File: config.mk
export PLATFORM = sky130hd
export DESIGN_NAME = stc_reduce
export DESIGN_NICKNAME = d
export VERILOG_FILES = /design/src/hdl/sine_cosine_taylor_defines.svh /design/src/hdl/stc_pkg.sv /design/src/hdl/stc_reduce.sv
export SDC_FILE = /design/constraint.sdc
export NUM_CORES = 2
export LEC_CHECK = 0
export ABC_AREA = 1
export BUFFER_PORTS_ARGS = -buffer_cell sky130_fd_sc_hd__buf_4
export CAP_MARGIN = 0
export CORE_MARGIN = 10
export CORE_UTILIZATION = 35
export CTS_CLUSTER_DIAMETER = 150
export CTS_CLUSTER_SIZE = 25
export DETAILED_ROUTE_END_ITERATION = 12
export PLACE_DENSITY = 0.5
export SKIP_LAST_GASP = 1
export SYNTH_ARGS = -nofsm -noshare
export SYNTH_HDL_FRONTEND = slang
export SYNTH_SLANG_ARGS = --single-unit
export TNS_END_PERCENT = 10
File: constraint.sdc
create_clock -name clk_i -period 14.7 [get_ports clk_i]
set_input_delay 2.205 -clock clk_i [delete_from_list [all_inputs] [get_ports clk_i]]
set_output_delay 2.205 -clock clk_i [all_outputs]
set_load 0.02 [all_outputs]
File: src/hdl/sine_cosine_taylor_defines.svh
// Assertion macros for the sine/cosine RTL.
// Depends on clk_i and rst_ni existing in the module that uses them.
`ifndef SINE_COSINE_TAYLOR_DEFINES_SVH
`define SINE_COSINE_TAYLOR_DEFINES_SVH
`ifndef ASSERT_OFF
`define STC_ASSERT(lbl, prop) \
  lbl: assert property (@(posedge clk_i) disable iff (!rst_ni) prop) \
    else $error("stc assertion failed");
`define STC_NEVER(lbl, expr) \
  lbl: assert property (@(posedge clk_i) disable iff (!rst_ni) !(expr)) \
    else $error("stc forbidden condition");
`else
`define STC_ASSERT(lbl, prop)
`define STC_NEVER(lbl, expr)
`endif
`endif

File: src/hdl/stc_pkg.sv
// Types and constants for the sine/cosine Taylor pipeline.
// No dependencies.
`default_nettype none
package stc_pkg;
  localparam int unsigned ANGLE_W = 32;
  localparam int unsigned AX_W    = 32;
  localparam int unsigned XSQ_W   = 34;
  localparam int unsigned TERM_W  = 34;
  localparam int unsigned SUM_W   = 37;
  localparam int unsigned RES_W   = 32;
  localparam int unsigned FRAC    = 30;

  localparam logic [31:0] PI_Q24         = 32'd52707179;
  localparam logic [31:0] INV_TWO_PI_Q32 = 32'd683565276;
  localparam logic [31:0] TWO_PI_Q29     = 32'd3373259426;
  localparam logic [TERM_W-1:0] ONE_TERM = TERM_W'(1) << FRAC;

  typedef struct packed {
    logic valid;
    logic neg;
  } stc_ctl_t;
endpackage
`default_nettype wire

File: src/hdl/stc_reduce.sv
// Range reduction: magnitude, turn fraction and Q.30 argument, two stages.
// Depends on stc_pkg.
`default_nettype none
module stc_reduce import stc_pkg::*; #(
  parameter int unsigned TURN_FRACTION_BITS = 16
) (
  input  wire logic               clk_i,
  input  wire logic               rst_ni,
  input  wire logic               en_i,
  input  wire logic               valid_i,
  input  wire logic [ANGLE_W-1:0] angle_i,
  output stc_ctl_t                ctl_o,
  output logic [AX_W-1:0]         ax_o
);
  localparam int unsigned F  = TURN_FRACTION_BITS;
  localparam int unsigned PW = F + 32;

  logic [31:0]   mag;
  logic [63:0]   prod1;
  stc_ctl_t      ctl1_q, ctl2_q;
  logic          big_q;
  logic [F-1:0]  turns_q;
  logic [25:0]   small_q;
  logic [F-1:0]  fr;
  logic [F-1:0]  fmag;
  logic [PW-1:0] prod2;
  logic          xneg;
  logic [AX_W-1:0] ax_d, ax_q;

  assign mag   = angle_i[31] ? (~angle_i + 32'd1) : angle_i;
  assign prod1 = 64'(mag) * 64'(INV_TWO_PI_Q32);

  always_ff @(posedge clk_i or negedge rst_ni) begin
    if (!rst_ni) begin
      ctl1_q <= '0;
    end else if (en_i) begin
      ctl1_q <= '{valid: valid_i, neg: angle_i[31]};
    end
  end

  always_ff @(posedge clk_i) begin
    if (en_i) begin
      big_q   <= (mag > PI_Q24);
      turns_q <= prod1[56-F +: F];
      small_q <= mag[25:0];
    end
  end

  assign fr    = ctl1_q.neg ? (~turns_q + F'(1)) : turns_q;
  assign fmag  = fr[F-1] ? (~fr + F'(1)) : fr;
  assign prod2 = PW'(fmag) * PW'(TWO_PI_Q29) + (PW'(1) << (F - 2));
  assign xneg  = big_q ? fr[F-1] : ctl1_q.neg;
  assign ax_d  = big_q ? prod2[F-1 +: AX_W] : {small_q, 6'b0};

  always_ff @(posedge clk_i or negedge rst_ni) begin
    if (!rst_ni) begin
      ctl2_q <= '0;
    end else if (en_i) begin
      ctl2_q <= '{valid: ctl1_q.valid, neg: xneg};
    end
  end

  always_ff @(posedge clk_i) begin
    if (en_i) begin
      ax_q <= ax_d;
    end
  end

  assign ctl_o = ctl2_q;
  assign ax_o  = ax_q;
endmodule
`default_nettype wire

* Word-level counts from Yosys, hierarchy flattened *
Cells that the tools add are included.

word-level totals
  flip-flop bits (word level) = 79
  bits in latches = 0
  bits in writable memories = 0
  bits in read-only memories = 0
  output and inout bits = 34
  word-level logic and storage cells = 24
  memories = 0

operators by class
  $add $sub $neg = 4
  multiply operators = 2
  div/mod/pow operators = 0
  $lt $le $gt $ge = 1
  equality and inequality tests = 0
  shift operators = 0
  muxes and demuxes = 5
  bitwise operators = 3
  reduce and logical (&&, ||, !) cells = 0

operators with widths
  operator                number
  $mux 32                 2
  $mul 32x28->54 const B  1
  $add 47x15->47 const B  1
  $mul 16x31->46 const B  1
  $add 16x1->16 const B   2
  $add 32x1->32 const B   1
  $gt 32x26->1 const B    1
  $mux 16                 2
  $not 16->16             2
  $not 32->32             1
  $mux 1                  1

* Depth between registers and ports, before layout *
  depth in word-level cells = 9
  gate-level depth with buffers = 47

* Worst setup path before layout *
No wires, ideal clock.

  kind = input to register
  start = input angle_i[1]
  end = register turns_q[12], data pin
  arrival time = 9.561 ns
  data required time = 14.436 ns
  slack = 4.875 ns
  stages on the path = 37
  cells stage by stage = inv_1 ha_1 inv_1 nor4_1 inv_1 nor3_1 nand4_1 nor2_1 inv_1 nor3_1 a21oi_1 a21oi_1 o21ai_0 xnor2_1 inv_1 ha_1 fa_1 ha_1 inv_1 fa_1 inv_1 fa_1 inv_1 fa_1 inv_1 fa_1 ha_1 nand2_1 nor2_1 inv_1 nor4_1 nand3_1 o2111ai_1 nand2_1 o211ai_1 a31oi_1 xor2_1

on the way
  longest elaborated chain between the ends = 4

RTL lines
  item                  line              text
  from (decl)           stc_reduce.sv:11  input wire logic [ANGLE_W-1:0] angle_i,
  $not 32->32           stc_reduce.sv:30  assign mag = angle_i[31] ? (~angle_i + 32'd1) : angle_i;
  $add 32x1->32         stc_reduce.sv:30
  $mux 32 (*)           stc_reduce.sv:30
  $mul 32x28->54 (*)    stc_reduce.sv:31  assign prod1 = 64'(mag) * 64'(INV_TWO_PI_Q32);
  named net prod1[52]   stc_reduce.sv:19  logic [63:0] prod1;
  to (signal assigned)  stc_reduce.sv:44  turns_q <= prod1[56-F +: F];
  to (decl)             stc_reduce.sv:22  logic [F-1:0] turns_q;

Mark *: on every way through the listed nets, which the timed path passes. The rest lies on a longest branch.
A chain may end at the register's enable or synchronous reset.

* Worst setup path in the final report *
  start = input angle_i[0]
  end = register turns_q[12], data pin

Same word-level chain as after synthesis.

==> metrics <==
most frequent cells in the layout 1,029 x inv_1, 515 x fa_1, 487 x ha_1; area share of the largest cell type after synthesis 0.359; fin crit share 0.764; IO Count 70; GP Congestion 0.919; Clock Latency Late Sink 390 ps; Antenna Cells 0; setup violators final 0; status finished, final reports clean; post-cts sizing count 0; sequential cell area 2350 µm²; Post-CTS Repair Setup Buffers 0; Starting Density 0.355; Core Region 80,900 µm²; remaining antenna violation count 0; CTS sink cnt 79; placed cell area 30,800 µm²; DPL Wire Length 76,500 µm; DR vias/cell 4.66; CP Capture Type flop; Finished Cell Area 31,100 µm²; adder-cell share of the synthesized area 0.571; vias in the first global route ~23k; CTS tree built; Synth Instances 3,277; largest family of logic cells by synthesized area adder cells; Die W 306 µm; Max Cap Viol 0; Routed WL 84,400 µm; Async SR Flop Fraction 0.0506; Mapped Nets 4,315; routed len/inst 19.0 µm; Rel. slew slack 0.277; H-tree levels 3; top cells by area, synth fa_1 36%, ha_1 21%, inv_1 13%; min Tclk post-route 11,240 ps; hold crit path type flop to flop; Iter 0 DRT Violations 985; max-slew violation count 0; Row Count between 100 and 150; Setup Skew approximately 19 ps; DRC errors left 0; clock buffer depth 2; Seq/Total Area, Yosys 0.0819; slowest cell on the critical path xnor2_1; Post-Synth XOR/XNOR Area 0.0328; TritonCTS buffer count 9; critical path class input port to flop; startpoint class of the critical path input port; routed vias 20.7k; WP data arrival ~11,000 ps; antenna violations before repair 0; CP Max Fanout 10; GRT overflow 0; number of synthesized flops with an enable pin 75; Post-Synth Simple-Gate Area 0.117; distinct cell type count after synthesis 54; Mean Syn Cell Area 8.77 µm²; die height 306 µm; Clock transition at path regs 90 ps; Mapped Area 28,700 µm²; RSZ-0062 raised after global routing false; largest net degree at the start of global routing 63; crit-path max cell delay 730 ps; Total GRT Usage 0.182; Max Fclk 89.0 MHz; count of port buffers added during placement 69; Yosys top cell by area fa_1; area added between synthesis and finish 8.18%; cts hold-fix bufs 0; mux contribution to synthesized area 0; Most Frequent Cell on Critical Path inv_1; Synth warnings 0; most common cell after layout, fill and taps aside inv_1; Compound-Gate Fraction of Synth Area 0.0592; Primary FF master, synth edfxtp_1; FILL cells 8,501; area of the multi-input gates ~22,000 µm²; setup TNS 0 ps; Worst-Margin Slew between 1000 and 1500 ps; Final Hold Fails 0; worst path required time roughly 15,000 ps; Root Buffer clkbuf_16; drt first pass iters 5; fin nets 4,417; layout cells sized above 1 0.0603; die area roughly 94,000 µm²; first-pass GRT wire length roughly 130,000 µm; #FFs+latches synth 79
==> cell families after synthesis <==
family,after synthesis
XOR/XNOR,106
flip-flops,79
AND/OR/NAND/NOR,735
buffers and inverters,1052
adder cells (fa/ha/maj),1002
AO/OA/AOI/OAI,303
==> through the flow <==
step	utilization	instances	setup slack (ps)	hold WS, ps
global placement	0.380	4428	3040	460
global route	0.384	4444	2460	536
floorplan	-	3277	4880	442
finish	0.384	4444	3460	485
detailed placement	0.380	4428	3040	464
CTS	0.384	4444	3400	486
==> critical path: cells and delay by family <==
family | cells | cell delay, ps
xor gates and xnor gates | 2 | 890
buffers and inverters | 12 | 1220
AOI/OAI and AO/OA | 5 | 1110
adders and majority gates | 9 | 3780
and+or+nand+nor | 10 | 2130
==> per-layer routing <==
layer,vias to the layer above,global-route usage,part of all wire
met5,-,0,0
met4,0,0.0487,0.025
met3,83,0.0216,0.040
met2,347,0.318,0.49
met1,10100,0.236,0.45
li1,10200,-,-
==> Yosys cell counts (all sizes together) (2+ instances only) <==
master and number:
nor2 182, clkbuf 9, nand4 19, a221oi 2
nor3 29, o221a 2, ha 487, xnor2 28
a211oi 3, dfrtp 4, o221ai 2, and3 2
xor2 78, o31ai 6, o21a 14, a21o 2
nor4 19, buf 4, fa 515, o21ai 107
nand2 376, a31oi 23, o2111ai 4, o211ai 3
or2 8, edfxtp 75, a21oi 127, nand3 87
inv 1038, o21bai 5, nand3b 11
==> sequential cells by signal (all words and copies together) (netlist names) <==
signal / flops
turns_q: 16
big_q: 1
ctl1_q: 2
ctl_o: 2
small_q: 26
ax_o: 32
==> final timing paths <==
| kind | to | from | slack [ps] | cells past startpoint |
|---|---|---|---|---|
| min in group asynchronous | ctl_o[0] | rst_ni | 1610 | 1 |
| max in group asynchronous | ctl1_q[0] | rst_ni | 12960 | 1 |
| hold / removal | ctl_o[1] | ctl_o[1] | 480 | 2 |
| setup / recovery | turns_q[12] | angle_i[0] | 3460 | 38 |
| setup reg to reg | ax_o[31] | turns_q[0] | 3970 | 40 |
| hold reg to reg | ctl_o[1] | ctl_o[1] | 480 | 2 |
==> area by class of cell <==
| class | count | share of cell area |
|---|---|---|
| multi-input cells | 2146 | 0.722 |
| clock inverters | 7 | 0.00201 |
| repair buffers | 104 | 0.0251 |
| clock buffers | 9 | 0.00725 |
| inverters | 1039 | 0.126 |
| flip-flops and latches | 79 | 0.0757 |
| well taps | 1060 | 0.0427 |
Power is left out: the tool's default activity adds up to more than one toggle a clock period on the data nets, which glitch-free logic cannot reach.
